===== src/rtl/slp_pkg.sv =====
// Shared types, codes and character helpers for the symbol assignment line parser.
package slp_pkg;

  // Parse phases of one line
  typedef enum logic [3:0] {
    PH_START     = 4'd0,
    PH_IDENT     = 4'd1,
    PH_AFTER_ID  = 4'd2,
    PH_COLON     = 4'd3,
    PH_EQ        = 4'd4,
    PH_SIGN      = 4'd5,
    PH_PREFIX    = 4'd6,
    PH_DIGITS    = 4'd7,
    PH_AFTER_NUM = 4'd8,
    PH_COMMENT   = 4'd9,
    PH_SKIP      = 4'd10
  } phase_t;

  // Result kinds
  typedef enum logic [2:0] {
    K_IDENT    = 3'd0,
    K_DEFINED  = 3'd1,
    K_DROPPED  = 3'd2,
    K_SYNTAX   = 3'd3,
    K_MISS_EQ  = 3'd4,
    K_NUM_FMT  = 3'd5,
    K_TRAILING = 3'd6
  } kind_t;

  // Radix codes
  typedef enum logic [1:0] {
    RADIX_DEC = 2'd0,
    RADIX_HEX = 2'd1,
    RADIX_BIN = 2'd2,
    RADIX_UNUSED = 2'd3
  } radix_t;

  // Configuration register indexes
  localparam logic REG_COMMENT_CHAR = 1'b0;
  localparam logic REG_IGNORE       = 1'b1;

  localparam logic [7:0] CH_NL     = 8'd10;
  localparam logic [7:0] CH_DOLLAR = 8'd36;
  localparam logic [7:0] CH_PCT    = 8'd37;
  localparam logic [7:0] CH_PLUS   = 8'd43;
  localparam logic [7:0] CH_MINUS  = 8'd45;
  localparam logic [7:0] CH_COLON  = 8'd58;
  localparam logic [7:0] CH_EQUALS = 8'd61;
  localparam logic [7:0] CH_UNDER  = 8'd95;
  localparam logic [7:0] COMMENT_RESET = 8'd59;

  // Per-line parse state (value accumulator travels separately)
  typedef struct packed {
    phase_t      phase;
    logic        pending_space;
    logic        is_negative;
    radix_t      radix;
    logic        digit_seen;
    logic        comment_present;
    logic [15:0] line_count;
  } parse_state_t;

  function automatic logic is_blank(input logic [7:0] c);
    return (c == 8'd32) || (c == 8'd9);
  endfunction

  function automatic logic is_vspace(input logic [7:0] c);
    return (c == 8'd11) || (c == 8'd12) || (c == 8'd13);
  endfunction

  function automatic logic is_alpha(input logic [7:0] c);
    return ((c >= 8'd65) && (c <= 8'd90)) || ((c >= 8'd97) && (c <= 8'd122));
  endfunction

  function automatic logic is_dec(input logic [7:0] c);
    return (c >= 8'd48) && (c <= 8'd57);
  endfunction

endpackage


===== src/rtl/slp_ifs.sv =====
// Handshake channels of the parser: characters in, results out, register writes.
interface slp_in_if;
  logic       valid;
  logic       ready;
  logic [7:0] ch;
  logic       end_of_input;
  modport source (output valid, output ch, output end_of_input, input ready);
  modport sink   (input valid, input ch, input end_of_input, output ready);
endinterface

interface slp_out_if;
  logic               valid;
  logic               ready;
  logic [2:0]         kind;
  logic [7:0]         ident_char;
  logic signed [31:0] value;
  logic               has_comment;
  logic [15:0]        line_number;
  modport source (output valid, output kind, output ident_char, output value,
                  output has_comment, output line_number, input ready);
  modport sink   (input valid, input kind, input ident_char, input value,
                  input has_comment, input line_number, output ready);
endinterface

interface slp_cfg_if;
  logic       valid;
  logic       ready;
  logic       index;
  logic [7:0] data;
  modport source (output valid, output index, output data, input ready);
  modport sink   (input valid, input index, input data, output ready);
endinterface


===== src/rtl/slp_value.sv =====
// Digit decode, shift-add accumulate step and final signed value of the parser.
module slp_value
  import slp_pkg::*;
#(
  parameter int VALUE_BITS = 32
) (
  input  logic [7:0]            ch,
  input  radix_t                radix,
  input  logic                  is_negative,
  input  logic [VALUE_BITS-1:0] acc,
  output logic                  digit_ok,
  output logic [VALUE_BITS-1:0] acc_step,
  output logic signed [31:0]    value
);

  logic [3:0]                   dval;
  logic                         dvalid;
  logic [VALUE_BITS-1:0]        scaled;
  logic signed [VALUE_BITS-1:0] signed_acc;

  // Decode the character as a hex digit
  always_comb begin
    dvalid = 1'b1;
    dval   = 4'd0;
    if (is_dec(ch)) begin
      dval = 4'(ch - 8'd48);
    end else if ((ch >= 8'd97) && (ch <= 8'd102)) begin
      dval = 4'(ch - 8'd87);
    end else if ((ch >= 8'd65) && (ch <= 8'd70)) begin
      dval = 4'(ch - 8'd55);
    end else begin
      dvalid = 1'b0;
    end
  end

  // Check the digit against the base and scale the accumulator
  always_comb begin
    case (radix)
      RADIX_HEX: begin
        digit_ok = dvalid;
        scaled   = acc << 4;
      end
      RADIX_BIN: begin
        digit_ok = dvalid && (dval < 4'd2);
        scaled   = acc << 1;
      end
      default: begin
        digit_ok = dvalid && (dval < 4'd10);
        scaled   = (acc << 3) + (acc << 1);
      end
    endcase
  end

  assign acc_step = scaled + VALUE_BITS'(dval);

  // Apply the sign, then sign-extend or truncate to 32 bits
  assign signed_acc = is_negative ? -acc : acc;
  assign value      = 32'(signed_acc);

endmodule


===== src/rtl/slp_parse.sv =====
// Next-state and result logic for one character of the line parser.
module slp_parse
  import slp_pkg::*;
#(
  parameter int VALUE_BITS = 32
) (
  input  logic [7:0]            comment_char,
  input  logic                  ignore_unknown,
  input  logic [7:0]            ch,
  input  logic                  end_of_input,
  input  parse_state_t          st,
  input  logic [VALUE_BITS-1:0] acc,
  output parse_state_t          st_next,
  output logic [VALUE_BITS-1:0] acc_next,
  output logic                  halt_set,
  output logic                  res_valid,
  output kind_t                 res_kind,
  output logic [7:0]            res_ident,
  output logic signed [31:0]    res_value,
  output logic                  res_comment,
  output logic [15:0]           res_line
);

  logic                  digit_ok;
  logic [VALUE_BITS-1:0] acc_step;
  logic signed [31:0]    final_value;
  logic                  line_end;
  logic                  fail;
  kind_t                 fail_kind;
  logic                  define;
  logic                  take_digit;
  logic                  num_start;

  slp_value #(.VALUE_BITS(VALUE_BITS)) u_value (
    .ch          (ch),
    .radix       (st.radix),
    .is_negative (st.is_negative),
    .acc         (acc),
    .digit_ok    (digit_ok),
    .acc_step    (acc_step),
    .value       (final_value)
  );

  assign line_end = end_of_input || (ch == CH_NL);
  assign res_line = st.line_count + 16'd1;

  always_comb begin
    st_next     = st;
    acc_next    = acc;
    fail        = 1'b0;
    fail_kind   = K_SYNTAX;
    define      = 1'b0;
    take_digit  = 1'b0;
    num_start   = 1'b0;
    halt_set    = 1'b0;
    res_valid   = 1'b0;
    res_kind    = K_IDENT;
    res_ident   = 8'd0;
    res_value   = 32'sd0;
    res_comment = 1'b0;

    if (line_end) begin
      // Finish the line
      unique case (st.phase)
        PH_IDENT, PH_AFTER_ID, PH_COLON: begin
          fail      = 1'b1;
          fail_kind = K_MISS_EQ;
        end
        PH_EQ, PH_SIGN, PH_PREFIX: begin
          fail      = 1'b1;
          fail_kind = K_NUM_FMT;
        end
        PH_DIGITS, PH_AFTER_NUM, PH_COMMENT: begin
          define = 1'b1;
        end
        default: ;
      endcase
    end else begin
      unique case (st.phase)
        PH_START: begin
          if (is_blank(ch)) begin
          end else if (st.pending_space) begin
            if (!is_vspace(ch)) begin
              fail = 1'b1;
            end
          end else if (ch == comment_char) begin
            st_next.phase = PH_SKIP;
          end else if (is_vspace(ch)) begin
            st_next.pending_space = 1'b1;
          end else if (is_alpha(ch) || (ch == CH_UNDER)) begin
            st_next.phase = PH_IDENT;
            res_valid     = 1'b1;
            res_ident     = ch;
          end else begin
            fail = 1'b1;
          end
        end
        PH_IDENT: begin
          if (is_alpha(ch) || is_dec(ch) || (ch == CH_UNDER)) begin
            res_valid = 1'b1;
            res_ident = ch;
          end else if (is_blank(ch)) begin
            st_next.phase = PH_AFTER_ID;
          end else if (ch == CH_EQUALS) begin
            st_next.phase = PH_EQ;
          end else if (ch == CH_COLON) begin
            st_next.phase = PH_COLON;
          end else begin
            fail      = 1'b1;
            fail_kind = K_MISS_EQ;
          end
        end
        PH_AFTER_ID: begin
          if (is_blank(ch)) begin
          end else if (ch == CH_EQUALS) begin
            st_next.phase = PH_EQ;
          end else if (ch == CH_COLON) begin
            st_next.phase = PH_COLON;
          end else begin
            fail      = 1'b1;
            fail_kind = K_MISS_EQ;
          end
        end
        PH_COLON: begin
          if (ch == CH_EQUALS) begin
            st_next.phase = PH_EQ;
          end else begin
            fail      = 1'b1;
            fail_kind = K_MISS_EQ;
          end
        end
        PH_EQ: begin
          if (is_blank(ch)) begin
          end else if (ch == CH_MINUS) begin
            st_next.is_negative = 1'b1;
            st_next.phase       = PH_SIGN;
          end else if (ch == CH_PLUS) begin
            st_next.phase = PH_SIGN;
          end else begin
            num_start = 1'b1;
          end
        end
        PH_SIGN: begin
          num_start = 1'b1;
        end
        PH_PREFIX: begin
          if (digit_ok) begin
            take_digit = 1'b1;
          end else begin
            fail      = 1'b1;
            fail_kind = K_NUM_FMT;
          end
        end
        PH_DIGITS, PH_AFTER_NUM: begin
          if (st.pending_space) begin
            if (!is_blank(ch) && !is_vspace(ch)) begin
              fail      = 1'b1;
              fail_kind = K_TRAILING;
            end
          end else if ((st.phase == PH_DIGITS) && digit_ok) begin
            take_digit = 1'b1;
          end else if (is_blank(ch)) begin
            st_next.phase = PH_AFTER_NUM;
          end else if (ch == comment_char) begin
            st_next.phase = PH_COMMENT;
          end else if (is_vspace(ch)) begin
            st_next.pending_space = 1'b1;
          end else begin
            fail      = 1'b1;
            fail_kind = K_TRAILING;
          end
        end
        PH_COMMENT: begin
          if (!is_blank(ch) && !is_vspace(ch)) begin
            st_next.comment_present = 1'b1;
          end
        end
        default: ;
      endcase

      // Open the number: radix prefix or first decimal digit
      if (num_start) begin
        if (ch == CH_DOLLAR) begin
          st_next.radix = RADIX_HEX;
          st_next.phase = PH_PREFIX;
        end else if (ch == CH_PCT) begin
          st_next.radix = RADIX_BIN;
          st_next.phase = PH_PREFIX;
        end else if (is_dec(ch)) begin
          take_digit = 1'b1;
        end else begin
          fail      = 1'b1;
          fail_kind = K_NUM_FMT;
        end
      end

      // Advance the accumulator
      if (take_digit) begin
        acc_next           = acc_step;
        st_next.digit_seen = 1'b1;
        st_next.phase      = PH_DIGITS;
      end
    end

    // Report an error: drop the line or halt
    if (fail) begin
      st_next.phase = PH_SKIP;
      res_valid     = 1'b1;
      if (ignore_unknown) begin
        res_kind = K_DROPPED;
      end else begin
        res_kind = fail_kind;
        halt_set = 1'b1;
      end
    end

    if (define) begin
      res_valid   = 1'b1;
      res_kind    = K_DEFINED;
      res_value   = final_value;
      res_comment = st.comment_present;
    end

    // Start a new line
    if (line_end) begin
      st_next.phase           = PH_START;
      st_next.pending_space   = 1'b0;
      st_next.is_negative     = 1'b0;
      st_next.radix           = RADIX_DEC;
      st_next.digit_seen      = 1'b0;
      st_next.comment_present = 1'b0;
      st_next.line_count      = end_of_input ? 16'd0 : res_line;
      acc_next                = '0;
    end
  end

endmodule


===== src/rtl/symbol_assignment_line_parser_core.sv =====
// A character is held in the input register, then its result goes to the result
// register. Throughput: one character per cycle unless results stall; the parse
// state and value shift-add settle in the single logic stage between the registers.
// Reset: rst (synchronous) returns to line start with line count zero, clears the
// halt flag, sets comment_char to ';' and ignore_unknown to 0, and empties both
// the input and result registers.
module symbol_assignment_line_parser_core
  import slp_pkg::*;
#(
  parameter int VALUE_BITS = 32
) (
  input logic        clk,
  input logic        rst,
  slp_in_if.sink     chars,
  slp_out_if.source  results,
  slp_cfg_if.sink    cfg
);

  logic                  in_vld;
  logic [7:0]            in_ch;
  logic                  in_eoi;
  logic                  go;

  parse_state_t          st;
  parse_state_t          st_next;
  logic [VALUE_BITS-1:0] acc;
  logic [VALUE_BITS-1:0] acc_next;
  logic                  halted;
  logic [7:0]            comment_char;
  logic                  ignore_unknown;

  logic                  halt_set;
  logic                  res_valid;
  kind_t                 res_kind;
  logic [7:0]            res_ident;
  logic signed [31:0]    res_value;
  logic                  res_comment;
  logic [15:0]           res_line;

  logic                  out_vld;

  // Process the held beat when the result register is free or draining
  assign go           = in_vld && (!out_vld || results.ready);
  assign chars.ready  = !in_vld || go;
  assign cfg.ready    = 1'b1;
  assign results.valid = out_vld;

  slp_parse #(.VALUE_BITS(VALUE_BITS)) u_parse (
    .comment_char   (comment_char),
    .ignore_unknown (ignore_unknown),
    .ch             (in_ch),
    .end_of_input   (in_eoi),
    .st             (st),
    .acc            (acc),
    .st_next        (st_next),
    .acc_next       (acc_next),
    .halt_set       (halt_set),
    .res_valid      (res_valid),
    .res_kind       (res_kind),
    .res_ident      (res_ident),
    .res_value      (res_value),
    .res_comment    (res_comment),
    .res_line       (res_line)
  );

  // Capture the input beat
  always_ff @(posedge clk) begin
    if (rst) begin
      in_vld <= 1'b0;
    end else if (chars.ready) begin
      in_vld <= chars.valid;
    end
    if (chars.valid && chars.ready) begin
      in_ch  <= chars.ch;
      in_eoi <= chars.end_of_input;
    end
  end

  // Write configuration registers
  always_ff @(posedge clk) begin
    if (rst) begin
      comment_char   <= COMMENT_RESET;
      ignore_unknown <= 1'b0;
    end else if (cfg.valid) begin
      unique case (cfg.index)
        REG_COMMENT_CHAR: comment_char   <= cfg.data;
        REG_IGNORE:       ignore_unknown <= cfg.data[0];
        default: ;
      endcase
    end
  end

  // Advance parse state; hold everything once halted
  always_ff @(posedge clk) begin
    if (rst) begin
      st.phase           <= PH_START;
      st.pending_space   <= 1'b0;
      st.is_negative     <= 1'b0;
      st.radix           <= RADIX_DEC;
      st.digit_seen      <= 1'b0;
      st.comment_present <= 1'b0;
      st.line_count      <= 16'd0;
      acc                <= '0;
      halted             <= 1'b0;
    end else if (go && !halted) begin
      st     <= st_next;
      acc    <= acc_next;
      halted <= halt_set;
    end
  end

  // Load or drain the result register
  always_ff @(posedge clk) begin
    if (rst) begin
      out_vld <= 1'b0;
    end else if (go) begin
      out_vld <= res_valid && !halted;
    end else if (results.ready) begin
      out_vld <= 1'b0;
    end
    if (go) begin
      results.kind        <= res_kind;
      results.ident_char  <= res_ident;
      results.value       <= res_value;
      results.has_comment <= res_comment;
      results.line_number <= res_line;
    end
  end

endmodule

===== src/flat_wrapper.sv =====
// flat-port wrapper written by rule: the top's interface ports become plain ports
module symbol_assignment_line_parser_core_flat import slp_pkg::*;
#(
  parameter int VALUE_BITS = 32
)
  (clk, rst, chars_valid, chars_ch, chars_end_of_input, chars_ready, results_valid, results_kind, results_ident_char, results_value, results_has_comment, results_line_number, results_ready, cfg_valid, cfg_index, cfg_data, cfg_ready);
  slp_in_if chars_i ();
  slp_out_if results_i ();
  slp_cfg_if cfg_i ();
  input logic clk;
  input logic rst;
  input wire logic [$bits(chars_i.valid)-1:0] chars_valid;
  input wire logic [$bits(chars_i.ch)-1:0] chars_ch;
  input wire logic [$bits(chars_i.end_of_input)-1:0] chars_end_of_input;
  output wire logic [$bits(chars_i.ready)-1:0] chars_ready;
  output wire logic [$bits(results_i.valid)-1:0] results_valid;
  output wire logic [$bits(results_i.kind)-1:0] results_kind;
  output wire logic [$bits(results_i.ident_char)-1:0] results_ident_char;
  output wire logic [$bits(results_i.value)-1:0] results_value;
  output wire logic [$bits(results_i.has_comment)-1:0] results_has_comment;
  output wire logic [$bits(results_i.line_number)-1:0] results_line_number;
  input wire logic [$bits(results_i.ready)-1:0] results_ready;
  input wire logic [$bits(cfg_i.valid)-1:0] cfg_valid;
  input wire logic [$bits(cfg_i.index)-1:0] cfg_index;
  input wire logic [$bits(cfg_i.data)-1:0] cfg_data;
  output wire logic [$bits(cfg_i.ready)-1:0] cfg_ready;
  assign chars_i.valid = chars_valid;
  assign chars_i.ch = chars_ch;
  assign chars_i.end_of_input = chars_end_of_input;
  assign chars_ready = chars_i.ready;
  assign results_valid = results_i.valid;
  assign results_kind = results_i.kind;
  assign results_ident_char = results_i.ident_char;
  assign results_value = results_i.value;
  assign results_has_comment = results_i.has_comment;
  assign results_line_number = results_i.line_number;
  assign results_i.ready = results_ready;
  assign cfg_i.valid = cfg_valid;
  assign cfg_i.index = cfg_index;
  assign cfg_i.data = cfg_data;
  assign cfg_ready = cfg_i.ready;
  symbol_assignment_line_parser_core #(.VALUE_BITS(VALUE_BITS)) u_core (.clk(clk), .rst(rst), .chars(chars_i), .results(results_i), .cfg(cfg_i));
endmodule

===== config.mk =====
export PLATFORM = sky130hd
export DESIGN_NAME = symbol_assignment_line_parser_core_flat
export DESIGN_NICKNAME = d
export VERILOG_FILES = /design/src/rtl/slp_pkg.sv /design/src/rtl/slp_ifs.sv /design/src/rtl/slp_value.sv /design/src/rtl/slp_parse.sv /design/src/rtl/symbol_assignment_line_parser_core.sv /design/src/flat_wrapper.sv
export SDC_FILE = /design/constraint.sdc
export NUM_CORES = 1
export LEC_CHECK = 0
export BUFFER_PORTS_ARGS = -buffer_cell sky130_fd_sc_hd__buf_2
export CAP_MARGIN = 20
export CORE_ASPECT_RATIO = 0.5
export CORE_MARGIN = 2
export CORE_UTILIZATION = 25
export CTS_BUF_LIST = sky130_fd_sc_hd__clkbuf_8 sky130_fd_sc_hd__clkbuf_16
export DETAILED_ROUTE_END_ITERATION = 6
export GPL_ROUTABILITY_DRIVEN = 0
export PLACE_DENSITY = 0.39
export SKIP_LAST_GASP = 1
export SYNTH_ARGS = -nofsm -noshare
export SYNTH_HDL_FRONTEND = slang
export SYNTH_SLANG_ARGS = --single-unit
export TNS_END_PERCENT = 50

===== constraint.sdc =====
create_clock -name clk -period 4.5 [get_ports clk]
set_clock_uncertainty 0.1 [all_clocks]
set_input_delay 0.675 -clock clk [delete_from_list [all_inputs] [get_ports clk]]
set_output_delay 0.675 -clock clk [all_outputs]
set_load 0.005 [all_outputs]

# Yosys cells after proc, flatten, opt, wreduce, memory -nomap -nowiden
# Cells that the tools add are included.
[classes] add_sub_neg=7 order_cmp=10 n_eq_ne=27 muxes=132 bitwise=2 n_reduce_logical=53
[op_table] cell="$mux 32" count=3
[op_table] cell="$mux 4" count=22
[op_table] cell="$pmux 32 s2" count=1
[op_table] cell="$mux 1" count=63
[op_table] cell="$eq 8x6->1 const B" count=7
[op_table] cell="$mux 3" count=17
[op_table] cell="$mux 8" count=6
[op_table] cell="$eq 8x4->1 const B" count=5
[op_table] cell="$add 32x32->32" count=1
[op_table] cell="$add 32x4->32" count=1
[op_table] cell="$le 8x7->1 const B" count=4
[op_table] cell="$neg 32->32" count=1
[op_table] cell="$mux 26" count=1
[op_table] cell="$pmux 4 s6" count=1
[op_table] cell="$mux 5" count=4
[op_table] cell="$add 16x1->16 const B" count=1
[op_table] cell="$eq 4x3->1 const B" count=4
[op_table] cell="$ge 8x7->1 const B" count=2
[op_table] cell="$mux 16" count=1
[op_table] cell="$pmux 8 s2" count=1
[op_table] cell="$pmux 3 s5" count=1
[op_table] cell="$reduce_bool 2->1" count=7
[op_table] cell="$logic_and 1x1->1" count=13
[op_table] cell="$reduce_or 3->1" count=4
[op_table] cell="29 further kinds" count=60
[totals] regBits=138 inputBits=23 output_inout_bits=63 word_cells=252

# Longest topological paths before layout
# Gate-level depths: netlist of run 1.
[logic_depth] depth_word=21 ltp_mapped=21

# By module
# From an unflattened synthesis of run 1, not the netlist that was laid out.
[hier_totals] hier_cells=1392 area_unflattened_um2=11227.0
[modules_own_cells] module="symbol_assignment_line_parser_core" n_inst=1 cells_per_inst=390 area_each_um2=4887.2 seq_area_each_um2=3473.3
[modules_own_cells] module="slp_value" n_inst=1 cells_per_inst=576 area_each_um2=3846.2 seq_area_each_um2=0.0
[modules_own_cells] module="slp_parse" n_inst=1 cells_per_inst=426 area_each_um2=2493.6 seq_area_each_um2=0.0

# Worst setup path before layout of run 1
# No wires, ideal clock.
[synth_path] path_type="register to register" start="register, netlist name u_core.st[18]" end="register u_core.acc[31]" setup_ps=87 t_arrival_ps=4036 slack_ps=277 stages_incl_launch_ff=21 synth_period_minus_slack_ps=4223 path_cell_list="dfxtp_1 > inv_1 > ha_1 > clkbuf_1 > clkbuf_1 > clkbuf_1 > buf_1 > nor2_1 > nor2_1 > ha_1 > inv_1 > fa_1 > inv_1 > a21oi_1 > nor2_1 > nand4_1 > nor2_1 > nand4b_1 > nor3_1 > a21boi_0 > o31ai_1"
[synth_between] elab_chain_len=13 elab_cells_between_ends=19
[synth_rtl] element="$eq 2x2->1 / $eq 2x1->1 (equally long branches)" line="slp_value.sv:38" text="case (radix)"
[synth_rtl] element="$pmux 1 s2" line="slp_value.sv:38"
[synth_rtl] element="$logic_and 1x1->1" line="slp_parse.sv:160" text="end else if ((st.phase == PH_DIGITS) && digit_ok) begin"
[synth_rtl] element="$mux 1" line="slp_parse.sv:160"
[synth_rtl] element="$mux 1" line="slp_parse.sv:155" text="if (st.pending_space) begin"
[synth_rtl] element="$pmux 1 s2" line="slp_parse.sv:79" text="unique case (st.phase)"
[synth_rtl] element="$mux 1" line="slp_parse.sv:189" text="end else if (is_dec(ch)) begin"
[synth_rtl] element="$mux 1" line="slp_parse.sv:186" text="end else if (ch == CH_PCT) begin"
[synth_rtl] element="$mux 1" line="slp_parse.sv:183" text="if (ch == CH_DOLLAR) begin"
[synth_rtl] element="$mux 1" line="slp_parse.sv:182" text="if (num_start) begin"
[synth_rtl] element="$mux 1" line="slp_parse.sv:62" text="if (line_end) begin"
[synth_rtl] element="$reduce_bool 2->1 (no line)"
[synth_rtl] element="$reduce_and 2->1 (no line)"
[synth_rtl] element="end signal: assignment" line="symbol_assignment_line_parser_core.sv:107" text="acc <= acc_next;"
[synth_rtl] element="end: declaration" line="symbol_assignment_line_parser_core.sv:26" text="logic [VALUE_BITS-1:0] acc;"
# Several ways; a longest one is shown, not always the timed one. The select of a mux whose other input is x is not followed.
# A chain may end at the register's enable or synchronous reset.

# Final worst setup path of run 1
[layout_path] start="register u_core.in_ch[0]" end="register u_core.acc[30]"
[layout_between] elab_chain_len=19 elab_cells_between_ends=52
[layout_rtl] element="start: declaration" line="symbol_assignment_line_parser_core.sv:20" text="logic [7:0] in_ch;"
[layout_rtl] element="start signal: assignment" line="symbol_assignment_line_parser_core.sv:74" text="in_ch <= chars.ch;"
[layout_rtl] element="$ge 8x7->1 / $le 8x7->1 (equally long branches)" line="slp_value.sv:29" text="end else if ((ch >= 8'd65) && (ch <= 8'd70)) begin"
[layout_rtl] element="$logic_and 1x1->1" line="slp_value.sv:29"
[layout_rtl] element="$mux 4" line="slp_value.sv:29"
[layout_rtl] element="$mux 4" line="slp_value.sv:27" text="end else if ((ch >= 8'd97) && (ch <= 8'd102)) begin"
[layout_rtl] element="$mux 4" line="slp_value.sv:25" text="if (is_dec(ch)) begin"
[layout_rtl] element="$lt 4x4->1 / $lt 4x2->1 (equally long branches)" line="slp_value.sv:48, slp_value.sv:44"
[layout_rtl] element="$logic_and 1x1->1, on equally long branches" line="slp_value.sv:48, slp_value.sv:44"
[layout_rtl] element="$pmux 1 s2" line="slp_value.sv:38"
[layout_rtl] element="[3 not listed]"
[layout_rtl] element="$pmux 1 s2" line="slp_parse.sv:79"
[layout_rtl] element="$mux 1" line="slp_parse.sv:189"
[layout_rtl] element="$mux 1" line="slp_parse.sv:186"
[layout_rtl] element="$mux 1" line="slp_parse.sv:183"
[layout_rtl] element="$mux 1" line="slp_parse.sv:182"
[layout_rtl] element="$mux 1" line="slp_parse.sv:62"
[layout_rtl] element="$reduce_bool 2->1 (no line)"
[layout_rtl] element="$reduce_and 2->1 (no line)"
# Several ways; a longest one is shown, not always the timed one. The select of a mux whose other input is x is not followed.

==> flow_summary.ini, run 1 <==
[power_and_ir_drop]
p_leak_nw = 4.49
powerDensity_mw_per_mm2 = 260
worst_ir_drop_vdd_mv = 0.252
total_power_mw = 3.09

[worst_setup_path]
cp_num_buf_inv = 1
critPathCaptureType = flip-flop
max_stage_delay_ps = 710
slowest_stage = or4b_2
path_delay_family = simple AND/OR/NAND/NOR gates
crit_path_end = u_core.acc[30]
arrival_ps = 4460
r2r-start = u_core.in_ch[0]
worstSetupStartpointType = flip-flop
crit_type = flip-flop to flip-flop
r2r_cells = 17
path_cells = ha_1 -> or4b_2 -> nand3_1 -> nor2_1 -> o21ai_0 -> o21a_1 -> inv_1 -> ha_1 -> a21o_1 -> a21oi_1 -> nor2_1 -> nand3_1 -> nor2_1 -> nand4_1 -> nor4_2 -> mux2i_1 -> nand3_1
path_depth = 17
crit_path_start = u_core.in_ch[0]
r2r-end = u_core.acc[30]
cp_max_fo = 6
critical_path_required_ps = 4720
r2r_slack_ps = 260

[global_routing]
first_global_vias = 8892
track_usage_pct = 15.3
grt_antenna_before_repair = 0
overflow = 0
grt_max_degree = 61
grt_first_pass_wirelength_mm = 51.0

[sta]
rsz0062_at_grt = true
min_period_ps = 4240
relSlewSlack_pct = 33.3
hold_viol_final = 0
setup_violations = 0
min_period_over_period_pct = 94.2
worst_pin_slew_ps = 998
setup_slack_ps = 261
max_freq_mhz = 236
whs_ps = 309
slew_viol_final = 0

[drt]
vias = 9320
firstDrtPassIters = 5
first_iter_violations = 642
post_drt_wl_per_cell_um = 17.6
wirelength_mm = 32.1
ant_nets = 0
drc_errors = 0
routed_via_density = 5.10

[logic_synthesis]
yosysWarningCount = 0
ys_types = 85
synthesis.area_mm2 = 0.00995
syn_nets = 1252
avgSynthCellArea_um2 = 8.38
ys.flop_type = edfxtp_1
synth_seq_cells = 138
synthArstFlopShare_pct = 0
synth_edf_count = 69
yosysSeqAreaShare_pct = 34.7
syn_inst = 1188

[clock_network]
clk_latency_ps = 440
cts-htree-levels = 4
hold_buffers = 0
tritoncts = built
cts_buffers = 17
clkSlewWorstSetupHoldPaths_ps = 70
numClockSinks = 138
cts_buffer_depth = 2
clock-root-buffer = clkbuf_16

[min_path]
whs_path_depth = 1
min_path_type = input pin to flip-flop

[final_layout]
mostFrequentLayoutCells = 147 x nor2_1, 111 x nand2_1, 84 x buf_2, 76 x o21ai_0, 70 x buf_4
syn_to_final_growth_pct = 19.4
utilization_pct = 30.4
final_common_cell = nor2_1
finalNetCount = 1347
drive_above_1_share_pct = 16.8
diodes = 0

[placed_design]
numPortBuffers = 84
place_ws_ps = 225
dp_hpwl_mm = 23.6

[floorplanning]
die_area_mm2 = 0.0415
ios = 86
chipWidth_um = 286
die_h_um = 145
start_util_pct = 25.5
core_area_mm2 = 0.0391
rows = 51

[job]
maxCapViolations = 0

[run_status]
status = completed
through the flow:
stage / cells / cell area, um^2 / setup TNS, ps
final: 1826 / 11900 / 0
after CTS: 1826 / 11900 / 0
after floorplan: 1188 / 9950 / 0
after global placement: 1794 / 11200 / 0
after global routing: 1826 / 11900 / -124
after detailed placement: 1794 / 11200 / 0
cells in the mapped netlist, types with 5 or more instances:
library cell,instances,area share [%]
a211o_1,12,1.1
a211oi_1,17,1.3
a21o_1,15,1.1
a21oi_1,63,3.2
a221o_1,6,0.60
a221oi_1,17,1.5
a22o_1,9,0.79
a22oi_1,25,1.9
a31o_2,5,0.44
a31oi_1,9,0.57
a32oi_1,5,0.44
and2_1,16,1.0
and3_1,14,0.88
buf_1,7,0.26
clkbuf_1,64,2.4
dfxtp_1,69,14
edfxtp_1,69,21
ha_1,39,4.9
inv_1,21,0.79
mux2i_1,16,1.6
nand2_1,111,4.2
nand2b_1,12,0.75
nand3_1,34,1.7
nand3b_1,7,0.53
nand4_1,17,1.1
nor2_1,147,5.5
nor2b_1,16,1.0
nor3_1,25,1.3
nor4_1,7,0.44
o211ai_1,11,0.83
o21a_1,13,0.98
o21ai_0,76,3.8
o31ai_1,13,0.98
or3_1,16,1.0
or4_1,6,0.45
xnor2_1,35,3.1
xor2_1,47,4.1
state kept, by name, indices dropped and copies added, names as in the netlist:
register                    count
u_core.acc                     32
u_core.comment_char             8
u_core.halted                   1
u_core.ignore_unknown           1
u_core.in_ch                    8
u_core.in_eoi                   1
u_core.in_vld                   1
u_core.results.has_comment      1
u_core.results.ident_char       8
u_core.results.kind             3
u_core.results.line_number     16
u_core.results.valid            1
u_core.results.value           32
u_core.st                      25
power by group:
| part | internal (mW) | switching (mW) | total, mW | leakage (nW) |
|---|---|---|---|---|
| Combinational | 0.0747 | 0.122 | 0.197 | 3.01 |
| Sequential | 1.36 | 0.0181 | 1.37 | 1.19 |
| Clock | 0.885 | 0.631 | 1.52 | 0.293 |
| Total | 2.32 | 0.772 | 3.09 | 4.49 |
how the worst min path moves through the flow:
| stage | slack (ps) | endpoint | startpoint |
|---|---|---|---|
| 3_5_place_dp | 370 | u_core.halted | u_core.halted |
| 4_1_cts | 290 | u_core.in_ch[3] | chars_ch[3] |
| 3_3_place_gp | 360 | u_core.halted | u_core.halted |
| 5_1_grt | 290 | u_core.in_ch[2] | chars_ch[2] |
| 2_1_floorplan | 350 | u_core.acc[31] | u_core.acc[31] |
| 6_report | 310 | u_core.in_ch[3] | chars_ch[3] |
timing repair:
item	4_1_cts	5_1_grt
setup buffers	0	0
setup endpoints to repair	0	4
gates resized for setup	0	2
cell type report:
type / count / area [um^2]
Clock buffer: 17 / 425
Clock inverter: 15 / 190
Fill cell: 4163 / 27200
Inverter: 21 / 78.8
Multi-Input combinational cell: 951 / 6120
Sequential cell: 138 / 3450
Tap cell: 530 / 663
Timing Repair Buffer: 154 / 946
metal layers:
layer | track usage [%] | vias to the layer above | share of wire (%)
li1 | - | 4611 | -
met1 | 22.7 | 4496 | 51
met2 | 23.6 | 195 | 45
met3 | 2.01 | 18 | 3.6
met4 | 3.04 | 0 | 0.74
met5 | 0 | - | 0
logic make-up (layout without fill, tap and decap cells):
kind of cell	after synthesis	after routing	synth area share, %
AOI/OAI and AO/OA	343	343	23.7
xor gates and xnor gates	82	82	7.22
adders and majority gates	42	42	5.41
buffers and inverters	99	207	3.97
DFF	138	138	34.7
muxes	18	18	1.84
other	2	2	0.0755
and+or+nand+nor	464	464	23.1
Note: power is estimated with default switching activity, not from simulation.
==> run 2: changes to the inputs <==
--- a/config.mk
+++ b/config.mk
@@ -13,7 +13,7 @@
 export CTS_BUF_LIST = sky130_fd_sc_hd__clkbuf_8 sky130_fd_sc_hd__clkbuf_16
 export DETAILED_ROUTE_END_ITERATION = 6
 export GPL_ROUTABILITY_DRIVEN = 0
-export PLACE_DENSITY = 0.39
+export PLACE_DENSITY_LB_ADDON = 0.25
 export SKIP_LAST_GASP = 1
 export SYNTH_ARGS = -nofsm -noshare
 export SYNTH_HDL_FRONTEND = slang
==> run 2 against run 1 <==
Against the previous run: setup slack gained 41 ps; die area stayed put; sequential power about the same; sequential share of layout area up 0.19 points; final cell count is 0.71% lower; non-clock buffer count down 13; maximum frequency increased by 0.98%; global-route usage decreased by 1.2 points; first-iteration DRC count grew 6.7%; clock power shrank 3%; final area fell by 0.66%; largest power group unchanged.
==> flow_summary.ini, run 2 (synthesis gave the netlist of run 1 again) <==
[run_status]
status = completed

[floorplanning]
die_h_um = 145
rows = 51
core_area_mm2 = 0.0391
die_area_mm2 = 0.0415
ios = 86
start_util_pct = 25.5
chipWidth_um = 286

[min_path]
min_from = chars_ch[3]
min_path_type = input pin to flip-flop

[global_routing]
grt_antenna_before_repair = 0
grt_first_pass_wirelength_mm = 48.1
grt_max_degree = 67
first_global_vias = 9077
track_usage_pct = 14.1
overflow = 0

[placed_design]
placed_area_mm2 = 0.0112
dp_hpwl_mm = 22.0
place_ws_ps = 105
numPortBuffers = 84
dp_cells = 1781

[worst_setup_path]
path_cells = ha_1 -> a2111oi_0 -> o21ai_0 -> nand4_1 -> a21boi_0 -> o2111a_1 -> a211oi_1 -> buf_4 -> nand4_1 -> nor4_1 -> xor2_1 -> o21ai_0
slowest_stage = dfxtp_1
cp_num_buf_inv = 1
path_delay_family = compound AO/OA/AOI/OAI gates
cp_max_fo = 9
critical_path_required_ps = 4720
critPathCaptureType = flip-flop
arrival_ps = 4420
max_stage_delay_ps = 540
r2r-start = u_core.acc[8]
worstSetupStartpointType = flip-flop
crit_path_start = u_core.acc[8]
crit_type = flip-flop to flip-flop

[final_layout]
top_regs = u_core.acc (32), u_core.results.value (32), u_core.st (25)
stdcell_count = 1813
mostFrequentLayoutCells = 147 x nor2_1, 111 x nand2_1, 84 x buf_2, 76 x o21ai_0
finalNetCount = 1334
design_area_mm2 = 0.0118
drive_above_1_share_pct = 15.7
fillerInstances = 4162
final_common_cell = nor2_1
diodes = 0
syn_to_final_growth_pct = 18.6
utilization_pct = 30.2

[sta]
rsz0062_at_grt = true
worst_pin_slew_ps = 1000
setup_slack_ps = 303
relSlewSlack_pct = 33.3
min_period_ps = 4200
hold_viol_final = 0
slew_viol_final = 0
min_period_over_period_pct = 93.3
setup_violations = 0
max_freq_mhz = 238

[drt]
vias = 9296
routed_via_density = 5.13
first_iter_violations = 685
post_drt_wl_per_cell_um = 16.3
drc_errors = 0
wirelength_mm = 29.6
ant_nets = 0
firstDrtPassIters = 5

[clock_network]
hold_buffers = 0
clk_latency_ps = 430
cts_buffers = 17
numClockSinks = 138
post_cts_buffers = 0
cts-htree-levels = 4
clkSlewWorstSetupHoldPaths_ps = 70
tritoncts = built
clock-root-buffer = clkbuf_16
cts_buffer_depth = 2
post_cts_resized = 0

[power_and_ir_drop]
p_leak_nw = 4.47
worst_ir_drop_vdd_mv = 0.213
powerDensity_mw_per_mm2 = 258

[job]
maxCapViolations = 0
==> run 2: cell types whose count changed in the layout (fill, tap and decap cells not counted), moves of 2 or more <==
cell,before,now
nor4b_2,2,0
inv_1,20,22
clkinvlp_4,3,1
buf_4,70,56
==> run 2: layer usage <==
layer,share of wire (%),up-vias,GRT usage [%]
met4,1.5,0,3.95
met3,3.2,31,1.78
met5,0,-,0
met1,48,4484,19.2
met2,47,187,23.6
li1,-,4594,-
==> run 2: where the power goes <==
| part | internal [mW] | switching [mW] | leakage (nW) |
|---|---|---|---|
| clock network | 0.907 | 0.570 | 0.309 |
| logic | 0.0727 | 0.116 | 2.98 |
| registers | 1.36 | 0.0196 | 1.19 |
| total | 2.34 | 0.705 | 4.47 |
==> run 2: area by class of cell <==
cell class                      count  area [um^2]  area share, %
Multi-Input combinational cell    951         6120           51.9
Sequential cell                   138         3450           29.3
Timing Repair Buffer              141          861           7.30
Tap cell                          530          663           5.62
Clock buffer                       18          450           3.82
Clock inverter                     14          168           1.42
Inverter                           21         78.8          0.668
==> run 2: stage by stage <==
step	hold slack [ps]	power (mW)	setup TNS, ps
2_1_floorplan	345	1.51	0
3_5_place_dp	373	1.60	0
6_report	327	3.04	0
3_3_place_gp	359	1.59	0
4_1_cts	303	3.09	0
5_1_grt	313	3.15	-55.7
==> run 2: worst register-to-register path, stage by stage, from the launching register on <==
cell and delay, ps:
dfxtp_1 540, ha_1 390, a2111oi_0 510, o21ai_0 300, nand4_1 340, a21boi_0 300
o2111a_1 320, a211oi_1 400, buf_4 200, nand4_1 160, nor4_1 290, xor2_1 170
o21ai_0 80
==> run 2: worst paths after layout <==
kind,endpoint,slack (ps),depth (start not counted)
min reg2reg,u_core.acc[31],380,2
min,u_core.in_ch[3],330,1
max reg2reg,u_core.acc[29],300,12
max,u_core.acc[29],300,12
